===== src/hdl/mbi_pkg.sv =====
// Shared constants and types for the power-2 Mandelbulb iteration block.
// No dependencies; imported by mbi_front, mbi_back, the top level, the checks and the bench.
package mbi_pkg;

    localparam int COORD_WIDTH_DEF = 32;
    localparam int FRAC_BITS_DEF   = 16;
    localparam int DE_W            = 48;
    localparam int RAD_W           = 32;
    localparam int DIGIT_W         = 16;   // multiplier digit, one digit per stage
    localparam int QUEUE_DEPTH     = 4;

    // sign information picked up by the front end
    typedef struct packed {
        logic nx;
        logic ny;
        logic nz;
        logic z_nz;
    } mbi_sign_t;

endpackage


===== src/hdl/mbi_front.sv =====
// Front end: splits signed coordinates into magnitude and sign.
// Depends on mbi_pkg.
module mbi_front import mbi_pkg::*; #(
    parameter int CW = COORD_WIDTH_DEF
) (
    input  logic [CW-1:0] in_x,
    input  logic [CW-1:0] in_y,
    input  logic [CW-1:0] in_z,
    output logic [CW-1:0] mx,
    output logic [CW-1:0] my,
    output logic [CW-1:0] mz,
    output mbi_sign_t     sgn
);

    // the most negative code maps to 2^(CW-1), which still fits unsigned
    assign mx = in_x[CW-1] ? (~in_x + 1'b1) : in_x;
    assign my = in_y[CW-1] ? (~in_y + 1'b1) : in_y;
    assign mz = in_z[CW-1] ? (~in_z + 1'b1) : in_z;

    assign sgn.nx   = in_x[CW-1];
    assign sgn.ny   = in_y[CW-1];
    assign sgn.nz   = in_z[CW-1];
    assign sgn.z_nz = in_z != '0;

endmodule


===== config.mk =====
export PLATFORM = sky130hd
export DESIGN_NAME = mbi_front
export DESIGN_NICKNAME = d
export VERILOG_FILES = /design/src/hdl/mbi_pkg.sv /design/src/hdl/mbi_front.sv
export SDC_FILE = /design/constraint.sdc
export NUM_CORES = 1
export LEC_CHECK = 0
export ABC_AREA = 1
export ABC_CLOCK_PERIOD_IN_PS = 1980
export BUFFER_PORTS_ARGS = -buffer_cell sky130_fd_sc_hd__buf_2
export CORE_ASPECT_RATIO = 0.5
export CORE_MARGIN = 2
export CORE_UTILIZATION = 36
export DETAILED_ROUTE_END_ITERATION = 16
export PLACE_DENSITY = 0.76
export SLEW_MARGIN = 20
export SYNTH_ARGS = -nofsm -noshare
export SYNTH_HDL_FRONTEND = slang
export SYNTH_SLANG_ARGS = --single-unit

===== constraint.sdc =====
create_clock -name vclk -period 1.98
set_input_delay 0 -clock vclk [all_inputs]
set_output_delay 0 -clock vclk [all_outputs]
set_load 0.01 [all_outputs]

Word level (Yosys, flattened, before mapping)
Index checks and enable logic that the tools add are counted.
{ "op_classes": {"mul": 0, "order_cmp": 0, "shift": 0, "bitwise_logic": 3, "eq_ne": 0, "div": 0, "reduce_logical": 1, "n_mux": 3, "add_sub_neg": 3} }
{ "ops": {"columns": ["operator", "count"], "rows": [
  ["32-bit by 1-bit adder with 32-bit output (second input constant)", 3],
  ["32-bit 2-to-1 mux", 3],
  ["32-bit inverter", 3],
  ["32-bit nonzero test", 1]
]} }
{ "totals": {"out_inout_bits": 100, "mem_count": 0, "romBits": 0, "ram_bits": 0, "latchBits": 0, "register_bits": 0} }

Longest topological paths before layout
{ "logic_depth": {"ltp_word": 3, "depth_mapped": 9, "ltp_nobuf": 9} }

Worst setup path before layout
OpenSTA, ideal clock, no wires.
{ "synth_path": {"path_kind": "input -> output", "start": "input port in_z[0]", "end": "output port mz[10]", "n_path_buf": 0, "path_stages": 7, "t_arrival_ns": 0.945, "setup_slack_ns": 1.035, "cell_sequence": "inv_1 ha_1 nand3_1 nor2_4 nor2_2 nor2_4 xor2_1"} }
{ "synth_via": {"elab_chain_len": 3} }
{ "synth_rtl": {"columns": ["item", "line_no", "source"], "rows": [
  ["start, declared", "mbi_front.sv:8", "input logic [CW-1:0] in_z,"],
  ["32-bit inverter", "mbi_front.sv:18", "assign mz = in_z[CW-1] ? (~in_z + 1'b1) : in_z;"],
  ["32-bit by 1-bit adder with 32-bit output", "mbi_front.sv:18", null],
  ["32-bit 2-to-1 mux", "mbi_front.sv:18", null],
  ["end, declared", "mbi_front.sv:11", "output logic [CW-1:0] mz,"]
]} }
No other way between the ends.

Worst setup path in the final report
{ "layout_path": {"start": "input port in_z[0]", "end": "output port mz[18]"} }
Same word-level chain as after synthesis.

==> run metrics <==
Final min period=1.23 ns; fmax=812 MHz; Post-Syn Area=2990 um^2; hold buffer count at cts=0; first-pass GRT wire length=17800 um; total power draw=0.000902 W; Core Footprint=8030 um^2; post-synth top area cell=nand2_1; P_sw=0.000542 W; CP most frequent cell=nand2_1; Buf/Inv on CP=3; Slew @ Worst Pin=0.321 ns; RSZ-0062 raised after global routing=false; FP Rows=23; DRC violations left=0; setup slack after layout=0.748 ns; DIE HEIGHT=68.5 um; commonest non-fill, non-tap cell in the layout=nand2_1; Crit. path cell count=11; sequential fraction of the synthesis area=0%; Syn Inst Count=659; vias per cell=4.77; Setup-failing EPs final=0; vias in the first global route=4178; Lkg Pwr=2.30 nW; Startpoint Class=input port; Synth cell types=20; initial antenna violation count=0; Routed wire per std cell=11.3 um; Starting DRT DRC Count=208; syn nets=758; Switching Share=60.0%; Synth warnings=0; pin count of the biggest net entering global routing=23; cells along the critical path=buf_2, inv_1, ha_1, nand3_1, nor2_4, nor2_2, nor2_4, nand2_1, nand2_1, nand2_1, buf_2; via count=4554; Hold EP=mz[0]; Hold Path Depth=2; number of port buffers=196; fin util=50.4%; share of power burned in registers=0%; pre-CTS worst setup slack=0.745 ns; Max IR drop VDD=148 uV; Antenna Nets Post-Route=0; Sum Neg Setup Slack=0 ns; CP top delay family=simple AND/OR/NAND/NOR gates; internal power=0.000360 W; # nets final=944; diode count=0; HPWL Detailed=9600 um; gpl congestion=0.927; remaining global-route overflow=0; Area growth syn-to-layout=35.1%; number of clock buffers in the layout=0; CP Data Arrival Time=1.23 ns; crit-path max FO=5; Post-Route WL=10800 um; Die W=133 um; fin crit share=62.2%; Synth top area share=35.3%; status=finished clean; Hold Crit Start=in_z[0]; I/O Pins=196; synth top area cells=nand2_1 35%, nor2_1 18%, nand3_1 9.0%, xnor2_1 8.2%, inv_1 8.2%; seq_cells=0; Setup Fix Bufs, Post-CTS=0; register area=0 um^2; gr usage total=23.4%; Worst Path Required=1.98 ns; crit-path max cell delay=0.18 ns; critical path type=in2out; Hold Path Class=in2out; drt pass-1 iters=5; Rel. slew slack=78.5%; Final Hold Fails=0; Max-Cap Viols=0; syn avg cell area=4.54 um^2; fraction of layout cells with a size suffix above 1=26.6%; initial core utilization=37.3%; die area=9100 um^2; Pwr Density=223 nW/um^2; Final Max Slew Viols=0; crit path max-delay cell type=ha_1; Post-CTS Resized=0; Clk pwr share=0%; most frequent cells in the layout=281 x nand2_1, 196 x buf_2, 141 x nor2_1, 65 x inv_1, 54 x nand3_1; crit end category=output pin; Logic pwr share=100.0%
## cell families after synthesis
logic type                 count (synthesis)  share of synthesized area, %
xor gates and xnor gates                  44                          12.9
AOI/OAI and AO/OA                         16                          2.68
buffers and inverters                     81                          11.4
and+or+nand+nor                          515                          71.8
adders and majority gates                  3                          1.25
## cell usage after synthesis
master,number
nand2_1,281
nor2_1,141
inv_1,65
nand3_1,54
xnor2_1,28
xor2_1,16
o21ai_0,14
nor2_2,9
nor2_4,9
buf_4,8
nand3b_1,8
nand2_2,6
buf_2,5
nor3_1,4
ha_1,3
nand4_1,3
clkbuf_1,2
a21oi_1,1
inv_2,1
o21ai_1,1
## through the flow
| stage | hold WS, ns | std cells | cell area, um^2 |
|---|---|---|---|
| 3_5_place_dp | 0.204 | 955 | 4040 |
| 5_1_grt | 0.212 | 955 | 4040 |
| 6_report | 0.202 | 955 | 4040 |
| 3_3_place_gp | 0.200 | 955 | 4040 |
| 4_1_cts | 0.204 | 955 | 4040 |
| 2_1_floorplan | 0.0801 | 659 | 2990 |
## power by group through the flow
stage	Sequential (W)	Combinational, W	Clock [W]
after global routing	0	0.00101	0
after global placement	0	0.000892	0
after detailed placement	0	0.000900	0
after CTS	0	0.000904	0
after floorplan	0	0.000510	0
final	0	0.000902	0
## how the worst max path moves through the flow
stage            start     end  slack (ns)
3_5_place_dp   in_z[0]  mz[26]        0.75
6_report       in_z[0]  mz[18]        0.75
2_1_floorplan  in_z[0]  mz[10]        1.04
3_3_place_gp   in_z[0]  mz[18]        0.78
5_1_grt        in_z[1]  mz[26]        0.60
4_1_cts        in_z[0]  mz[26]        0.74
## area by class of cell
class | instances | area [um^2]
fillers | 918 | 3990
multi-input cells | 578 | 2650
inverters | 66 | 248
well taps | 112 | 140
repair buffers | 199 | 1000
## layer usage
metal	share of wire, %	vias up	global-route usage [%]
met3	8.9	17	2.74
met1	39	1968	25.8
met4	1.8	0	4.97
met5	0	-	0
li1	-	2375	-
met2	50	194	49.5
(Power assumes the default switching activity.)
