## src/hdl/mbi_queue.sv

```systemverilog
// Small flip-flop queue between front end and arithmetic back end.
// No dependencies.
module mbi_queue #(
    parameter int W     = 8,
    parameter int DEPTH = 4
) (
    input  logic         aclk,
    input  logic         aresetn,
    input  logic         push,
    input  logic [W-1:0] din,
    output logic         full,
    input  logic         pop,
    output logic [W-1:0] dout,
    output logic         empty
);

    localparam int AW   = (DEPTH > 1) ? $clog2(DEPTH) : 1;
    localparam int CNTW = $clog2(DEPTH + 1);

    logic [W-1:0]    mem_reg [DEPTH];
    logic [AW-1:0]   wr_reg, wr_next;
    logic [AW-1:0]   rd_reg, rd_next;
    logic [CNTW-1:0] cnt_reg, cnt_next;
    logic            do_push, do_pop;

    assign full    = cnt_reg == CNTW'(DEPTH);
    assign empty   = cnt_reg == '0;
    assign do_push = push && !full;
    assign do_pop  = pop && !empty;
    assign dout    = mem_reg[rd_reg];

    always_comb begin
        wr_next  = wr_reg;
        rd_next  = rd_reg;
        cnt_next = cnt_reg;
        if (do_push) begin
            wr_next = (wr_reg == AW'(DEPTH - 1)) ? '0 : wr_reg + 1'b1;
        end
        if (do_pop) begin
            rd_next = (rd_reg == AW'(DEPTH - 1)) ? '0 : rd_reg + 1'b1;
        end
        if (do_push && !do_pop) begin
            cnt_next = cnt_reg + 1'b1;
        end else if (do_pop && !do_push) begin
            cnt_next = cnt_reg - 1'b1;
        end
    end

    always_ff @(posedge aclk) begin
        if (!aresetn) begin
            wr_reg  <= '0;
            rd_reg  <= '0;
            cnt_reg <= '0;
        end else begin
            wr_reg  <= wr_next;
            rd_reg  <= rd_next;
            cnt_reg <= cnt_next;
        end
    end

    always_ff @(posedge aclk) begin
        if (do_push) begin
            mem_reg[wr_reg] <= din;
        end
    end

endmodule

```

## config.mk

```make
export PLATFORM = sky130hd
export DESIGN_NAME = mbi_queue
export DESIGN_NICKNAME = d
export VERILOG_FILES = /design/src/hdl/mbi_queue.sv
export SDC_FILE = /design/constraint.sdc
export NUM_CORES = 1
export LEC_CHECK = 0
export CORE_ASPECT_RATIO = 0.7
export CORE_MARGIN = 5
export CORE_UTILIZATION = 30
export DETAILED_ROUTE_END_ITERATION = 12
export DONT_BUFFER_PORTS = 1
export PLACE_DENSITY = 0.43
export SLEW_MARGIN = 5
export SYNTH_ARGS = -nofsm -noshare
export SYNTH_HDL_FRONTEND = slang
export SYNTH_SLANG_ARGS = --single-unit
export TNS_END_PERCENT = 1
```

## constraint.sdc

```tcl
create_clock -name aclk -period 2.6 [get_ports aclk]
set_clock_uncertainty 0.05 [all_clocks]
set_input_delay 0.13 -clock aclk [delete_from_list [all_inputs] [get_ports aclk]]
set_output_delay 0.13 -clock aclk [all_outputs]
set_load 0.005 [all_outputs]
```

# After elaboration in Yosys (flattened, before gate mapping)
# Memory sizes are Yosys's and may differ from the RTL's. A register that Yosys moved wholly into a read port is not among the register bits.
# Index checks and enable logic that the tools add are counted.
dict set report word_totals {
  register_bits 7
  latchBits 0
  mem_bits_rw 32
  mem_bits_ro 0
  input_bits 12
  word_cells 29
  mem_count 1
}
# name words width read_ports rd_clocked_by_memory_dff write_ports line
set mem_list {}
lappend mem_list {mem_reg 4 8 1 1 1 20} ;# logic [W-1:0] mem_reg [DEPTH];
dict set report op_classes {
  add_sub_neg 4
  mul 0
  div 0
  magnitude_cmp 0
  n_eq_ne 3
  shifts 0
  muxes 8
  bitwise 0
  reduce_logical 10
}
# cell count
set op_table {}
lappend op_table {{2-to-1 mux 2 bit} 4}
lappend op_table {{2-to-1 mux 3 bit} 2}
lappend op_table {{adder 2 x 1 -> 2 bit, second input constant} 2}
lappend op_table {{equality test 2 bit, second input constant} 2}
lappend op_table {{logical AND 1 bit} 4}
lappend op_table {{logical NOT 1 bit} 4}
lappend op_table {{adder 3 x 1 -> 3 bit, second input constant} 1}
lappend op_table {{equality test 3 bit, second input constant} 1}
lappend op_table {{logical NOT 3 bit} 1}
lappend op_table {{subtractor 3 x 1 -> 3 bit, second input constant} 1}
lappend op_table {{2-to-1 mux 1 bit} 2}
lappend op_table {{nonzero test 2 bit} 1}

# Logic depth before layout (Yosys ltp)
# Gate-level depths: netlist (run 1).
dict set report depth {
  word_depth 7
  ltp_mapped 9
  depth_no_buf 8
}

# Worst setup path after synthesis (run 1)
# Ideal clock, no wire load.
dict set report synth_path {
  path_type {register -> register}
  start {reg cnt_reg[0]}
  end {reg cnt_reg[2]}
  arrival_ns 2.017
  required_time_ns 2.474
  path_slack_ns 0.457
  path_stages_with_launch 8
  synth_period_minus_slack_ns 2.143
  path_cell_list {dfxtp_1 -> o31ai_1 -> ha_1 -> inv_1 -> fa_1 -> xor2_1 -> or3_1 -> a21boi_0}
}
dict set report synth_via {
  elab_chain_cells 6
}
# item line
set synth_lines {}
lappend synth_lines {{from (decl)} 23} ;# logic [CNTW-1:0] cnt_reg, cnt_next;
lappend synth_lines {{from (signal assigned)} 57} ;# cnt_reg <= cnt_next;
lappend synth_lines {{branches (longest 6 deep; another with subtractor 3 x 1 -> 3 bit)} -}
# Parallel ways; which one is timed is not known. The select of a mux whose other input is x is not followed.
# A chain may end at the register's enable or synchronous reset.

# Worst setup path in the final report (run 1)
dict set report layout_path {
  start {reg cnt_reg[0]}
  end {reg cnt_reg[2]}
}
dict set report layout_via {
  elab_chain_cells 6
}
# item line
set layout_lines {}
lappend layout_lines {{equality test 3 bit (*)} 26} ;# assign full = cnt_reg == CNTW'(DEPTH);
lappend layout_lines {{via full} 11} ;# output logic full,
lappend layout_lines {{logical NOT 1 bit (*)} 28} ;# assign do_push = push && !full;
lappend layout_lines {{logical AND 1 bit (*)} 28}
lappend layout_lines {{logical NOT 1 bit} 44} ;# end else if (do_pop && !do_push) begin
lappend layout_lines {{logical AND 1 bit} 44}
lappend layout_lines {{nonzero test 2 bit (no line)} -}
# Mark *: on every way through the listed nets, which the timed path passes. The rest lies on a longest branch. The select of a mux whose other input is x is not followed.

==> flow_metrics.py, run 1 <==
metrics = {
    "logic_synthesis": {
        "synth_edf_count": 32,
        "seq_area_frac_synth": 0.700,
        "synth_cells": 93,
        "synth.cell_area_mm2": 0.00163,
        "synth.net_count": 112,
        "ys_warn_count": 0,
        "netlist.top_cell.by_area": "edfxtp_1",
        "synthFlopType": "edfxtp_1",
        "avgSynthCellArea_um2": 17.5,
        "synth_top_cell_area_share": 0.589,
        "synthDistinctLibCells": 23,
        "synth-seq-cells": 41,
        "async_reset_ff_frac": 0,
        "synthTopCellsByArea": "edfxtp_1 59%, dfxtp_1 11%, mux4_2 11%, ha_1 4.6%, and2_1 1.9%",
    },
    "power_and_ir_drop": {
        "p_per_area_mw_per_mm2": 875,
        "total_power_uw": 1660,
        "peakVddDrop_uv": 217,
        "power_leakage_uw": 0.000640,
    },
    "place": {
        "hpwl_um": 1860,
        "pre_cts_ws_ns": 0.455,
        "port_buffers": 0,
        "gp_congestion": 0.657,
        "placed_cell_area_mm2": 0.00172,
    },
    "detailed_routing": {
        "dr.pass1.iters": 3,
        "via_count": 791,
        "wl_um": 2740,
        "drc_errors": 0,
        "ant_nets": 0,
        "viasPerCell": 4.39,
        "drtIter0Drc": 18,
        "wl_per_cell_um": 15.2,
    },
    "floorplanning": {
        "die_area_mm2": 0.00703,
        "die_h_um": 71.7,
        "core_region_area_mm2": 0.00526,
        "io_pins": 22,
        "die_x_um": 98.1,
        "rows": 22,
        "start_util": 0.310,
    },
    "setup_path": {
        "crit_fanout": 5,
        "crit_buf_inv": 1,
        "cp-start-kind": "register",
        "setup.worst_path.class": "register to register",
        "critPathMaxStageDelay_ns": 0.45,
        "cp_cell_sequence": "nor3b_2 -> nor2b_1 -> ha_1 -> inv_1 -> fa_1 -> xor2_1 -> or3_1 -> a21boi_0",
        "endpoint_kind": "register",
        "critical-path-slowest-cell": "dfxtp_1",
        "crit_family": "simple AND/OR/NAND/NOR gates",
        "arrival_ns": 2.26,
        "required_ns": 2.76,
    },
    "sta": {
        "fin_ws_ns": 0.501,
        "rsz0062_at_grt": "false",
        "fmax_mhz": 477,
        "maxSlewViolCount": 0,
        "setup_tns_ns": 0,
        "hold_violations": 0,
        "finalCriticalPeriod_ns": 2.10,
        "period_share": 0.807,
        "worst_pin_slew_ns": 0.571,
        "setup_viol": 0,
        "max_slew_margin": 0.619,
    },
    "finish": {
        "syn_to_final_growth_pct": 16.4,
        "drive_above_1_share": 0.157,
        "nets": 126,
        "n_antenna_cell": 0,
        "largest_reg_flops": 32,
        "fillCellCount": 493,
        "final_cell_area_mm2": 0.00190,
    },
    "global_routing": {
        "antenna_found_initial": 0,
        "grt_use_total": 0.0855,
        "grt_pass1_vias": 805,
        "grt_max_degree": 13,
        "overflow": 0,
        "grt_pass1_wl_um": 4370,
    },
    "clocking": {
        "cts_tree": "built",
        "root_buffer": "clkbuf_8",
        "insertion_delay_ns": 0.29,
        "ctsHtreeMaxLevel": 2,
        "cts_max_path_buffers": 2,
        "clock-sinks": 41,
        "cts_resized": 0,
        "cts_setup_buffers": 0,
        "cts_buffers": 5,
        "path_clk_slew_ns": 0.08,
    },
    "worst_hold_path": {
        "hold_class": "input pin to register",
    },
    "outcome": {
        "run_status": "finished, final reports clean",
    },
    "job": {
        "cap_violations": 0,
    },
}
worst min-delay path: stages:
cell	delay, ns
o31ai_1	0.07
buf_4	0.13
o21ai_0	0.10
worst paths after layout:
check	slack (ns)	depth (start not counted)	end	from
worst min register to register	0.46	2	wr_reg[1]	wr_reg[1]
worst min-delay path	0.16	3	rd_reg[1]	pop
worst max-delay path	0.50	8	cnt_reg[2]	cnt_reg[0]
worst max register to register	0.50	8	cnt_reg[2]	cnt_reg[0]
routing by layer:
metal / wire length (um) / track usage
met4: 45 / 0.0415
met1: 1230 / 0.105
met3: 124 / 0.0360
met5: 0 / 0
met2: 1340 / 0.131
placed cells by master, fill, tap and decap left out, drive strengths merged:
cell type and instances:
nor2b 2, a21boi 1, nor3b 1, nand2 6, nor3 1, o31ai 1
xnor2 1, dfxtp 9, and2 5, nand3 2, xor2 1, ha 6
fa 1, mux4 8, nor2 2, buf 2, mux2i 3, inv 3
clkbuf 8, o21ai 3, dlygate4sd3 9, or3 1, edfxtp 32
final cells by class:
type	count	area, um2	share of cell area
clock buffers	8	90.1	0.0475
inverters	3	11.3	0.00593
multi-input cells	45	460	0.243
flip-flops and latches	41	1140	0.601
well taps	72	90.1	0.0475
repair buffers	11	105	0.0554
stage by stage:
stage | cells | utilization | hold WS [ns]
detailed placement | 163 | 0.327 | 0.179
floorplan | 93 | - | 0.179
finish | 180 | 0.361 | 0.155
CTS | 180 | 0.361 | 0.150
global route | 180 | 0.361 | 0.182
global placement | 163 | 0.327 | 0.179
cell usage after synthesis (all sizes together), types with 2 or more instances:
cell type	number
nand2	6
edfxtp	32
inv	3
mux2i	3
o21ai	3
and2	5
dfxtp	9
nor2	2
buf	3
nor2b	2
mux4	8
ha	6
nand3	2
cells by family (layout without fill, tap and decap cells):
family | count (synthesis) | count (layout) | synth area share
DFF | 41 | 41 | 0.700
adders and majority gates | 7 | 7 | 0.0583
AOI/OAI and AO/OA | 5 | 5 | 0.0184
muxes | 11 | 11 | 0.129
buffers and inverters | 7 | 22 | 0.0176
xor gates and xnor gates | 2 | 2 | 0.0107
and+or+nand+nor | 20 | 20 | 0.0660
power by group:
part	internal (uW)	switching (uW)	total, uW
combinational	189	158	347
sequential	807	86.4	893
clock	216	205	421
timing repair:
item	4_1_cts	5_1_grt
endpoints found under the hold margin	41	0
hold buffers	9	0
endpoints found under the setup margin	0	0
(Power assumes the default switching activity.)
==> inputs of run 2 (changes only) <==
==> constraint.sdc (replaced) <==
create_clock -name aclk -period 2 [get_ports aclk]
set_clock_uncertainty 0.05 [all_clocks]
set_input_delay 0.1 -clock aclk [delete_from_list [all_inputs] [get_ports aclk]]
set_output_delay 0.1 -clock aclk [all_outputs]
set_load 0.005 [all_outputs]
==> flow_metrics.py, run 2 (synthesis results as in run 1) <==
metrics = {
    "power_and_ir_drop": {
        "p_per_area_mw_per_mm2": 1180,
        "total_power_uw": 2420,
        "peakVddDrop_uv": 331,
        "power_leakage_uw": 0.000707,
    },
    "sta": {
        "setup_tns_ns": 0,
        "maxSlewViolCount": 0,
        "worst_pin_slew_ns": 0.420,
        "setup_viol": 0,
        "hold_violations": 0,
        "finalCriticalPeriod_ns": 1.93,
        "max_slew_margin": 0.720,
        "period_share": 0.967,
        "rsz0062_at_grt": "true",
        "fmax_mhz": 517,
    },
    "setup_path": {
        "endpoint_kind": "register",
        "required_ns": 2.17,
        "r2r_cells": 8,
        "arrival_ns": 2.10,
        "cp-start-kind": "register",
        "crit_fanout": 4,
        "setup.worst_path.class": "register to register",
    },
    "global_routing": {
        "grt_max_degree": 14,
        "grt_use_total": 0.0933,
        "antenna_found_initial": 0,
        "grt_busiest_layer": "met2",
        "grt_pass1_vias": 909,
        "grt_use_met2": 0.140,
        "overflow": 0,
        "grtUsageMet3": 0.0409,
        "grt_pass1_wl_um": 4770,
        "grt_use_met1": 0.116,
    },
    "clocking": {
        "clock-sinks": 41,
        "path_clk_slew_ns": 0.08,
        "cts_max_path_buffers": 2,
        "cts_buffers": 5,
        "insertion_delay_ns": 0.29,
        "cts_tree": "built",
        "ctsHtreeMaxLevel": 2,
        "root_buffer": "clkbuf_8",
    },
    "detailed_routing": {
        "wl_um": 2890,
        "drc_errors": 0,
        "wl_per_cell_um": 15.2,
        "dr.pass1.iters": 4,
        "via_count": 810,
        "ant_nets": 0,
        "drtIter0Drc": 32,
        "viasPerCell": 4.24,
    },
    "floorplanning": {
        "start_util": 0.310,
        "die_area_mm2": 0.00703,
        "die_x_um": 98.1,
        "core_region_area_mm2": 0.00526,
        "rows": 22,
        "io_pins": 22,
        "die_h_um": 71.7,
    },
    "worst_hold_path": {
        "whs_path_depth": 4,
        "hold_class": "input pin to register",
    },
    "finish": {
        "drive_above_1_share": 0.303,
        "n_antenna_cell": 0,
        "syn_to_final_growth_pct": 25.1,
        "nets": 137,
        "largest_reg_flops": 32,
        "mostFrequentLayoutCells": "32 x edfxtp_1, 12 x buf_4, 9 x dlygate4sd3_1",
        "mostFrequentLayoutCell": "edfxtp_1",
    },
    "place": {
        "port_buffers": 0,
        "hpwl_um": 1980,
        "gp_congestion": 0.728,
    },
    "job": {
        "cap_violations": 0,
    },
    "outcome": {
        "run_status": "finished, final reports clean",
    },
}
run 2: changes by cell type in the layout (fill, tap and decap cells not counted), moves of 2 or more:
cell,delta
dfxtp_2,+3
clkbuf_1,-2
buf_4,+10
dfxtp_1,-3
run 2: area by class of cell:
cell class | instances | area, um2
clock inverter | 3 | 41.3
inverter | 3 | 11.3
timing repair buffer | 22 | 191
clock buffer | 5 | 68.8
fill | 483 | 3220
tap | 72 | 90.1
multi-input combinational | 45 | 492
sequential | 41 | 1140
run 2: power by group:
part / internal (uW) / switching [uW]
clock: 367 / 286
combinational: 346 / 297
sequential: 1050 / 68.2
total: 1770 / 650
run 2: worst paths after layout:
| kind | endpoint | slack [ns] | startpoint |
|---|---|---|---|
| min | cnt_reg[2] | 0.15 | pop |
| max reg2reg | cnt_reg[2] | 0.07 | cnt_reg[2] |
| max | cnt_reg[2] | 0.07 | cnt_reg[2] |
| min reg2reg | wr_reg[1] | 0.45 | wr_reg[1] |
run 2: what timing repair did:
| action | CTS | global route |
|---|---|---|
| setup buffers | 2 | 0 |
| endpoints found under the hold margin | 41 | 0 |
| setup endpoints to repair | 1 | 1 |
| pin swaps | 3 | 2 |
| hold buffers | 9 | 0 |
| resized for setup | 5 | 0 |
run 2: metal layers:
metal	share of wire	wire [um]
met5	0	0
met1	0.46	1330
met2	0.48	1390
met4	0.012	36
met3	0.046	134
run 2: worst max-delay path, cell delays in order, from the launching register on:
cell and delay, ns:
dfxtp_2 0.33, buf_6 0.12, o31ai_4 0.22, ha_4 0.17, inv_1 0.04, fa_2 0.33, xor2_1 0.16, or3_1 0.30
a21boi_1 0.13
run 2: metrics by stage:
step / util / cells / hold slack (ns) / cell area [um2] / setup slack [ns]
2_1_floorplan: - / 93 / 0.149 / 1660 / 0.00798
3_3_place_gp: 0.345 / 172 / 0.149 / 1810 / 0.00813
3_5_place_dp: 0.345 / 172 / 0.149 / 1810 / -0.0915
4_1_cts: 0.388 / 191 / 0.154 / 2040 / 0.0171
5_1_grt: 0.388 / 191 / 0.157 / 2040 / -0.0341
6_report: 0.388 / 191 / 0.154 / 2040 / 0.0665
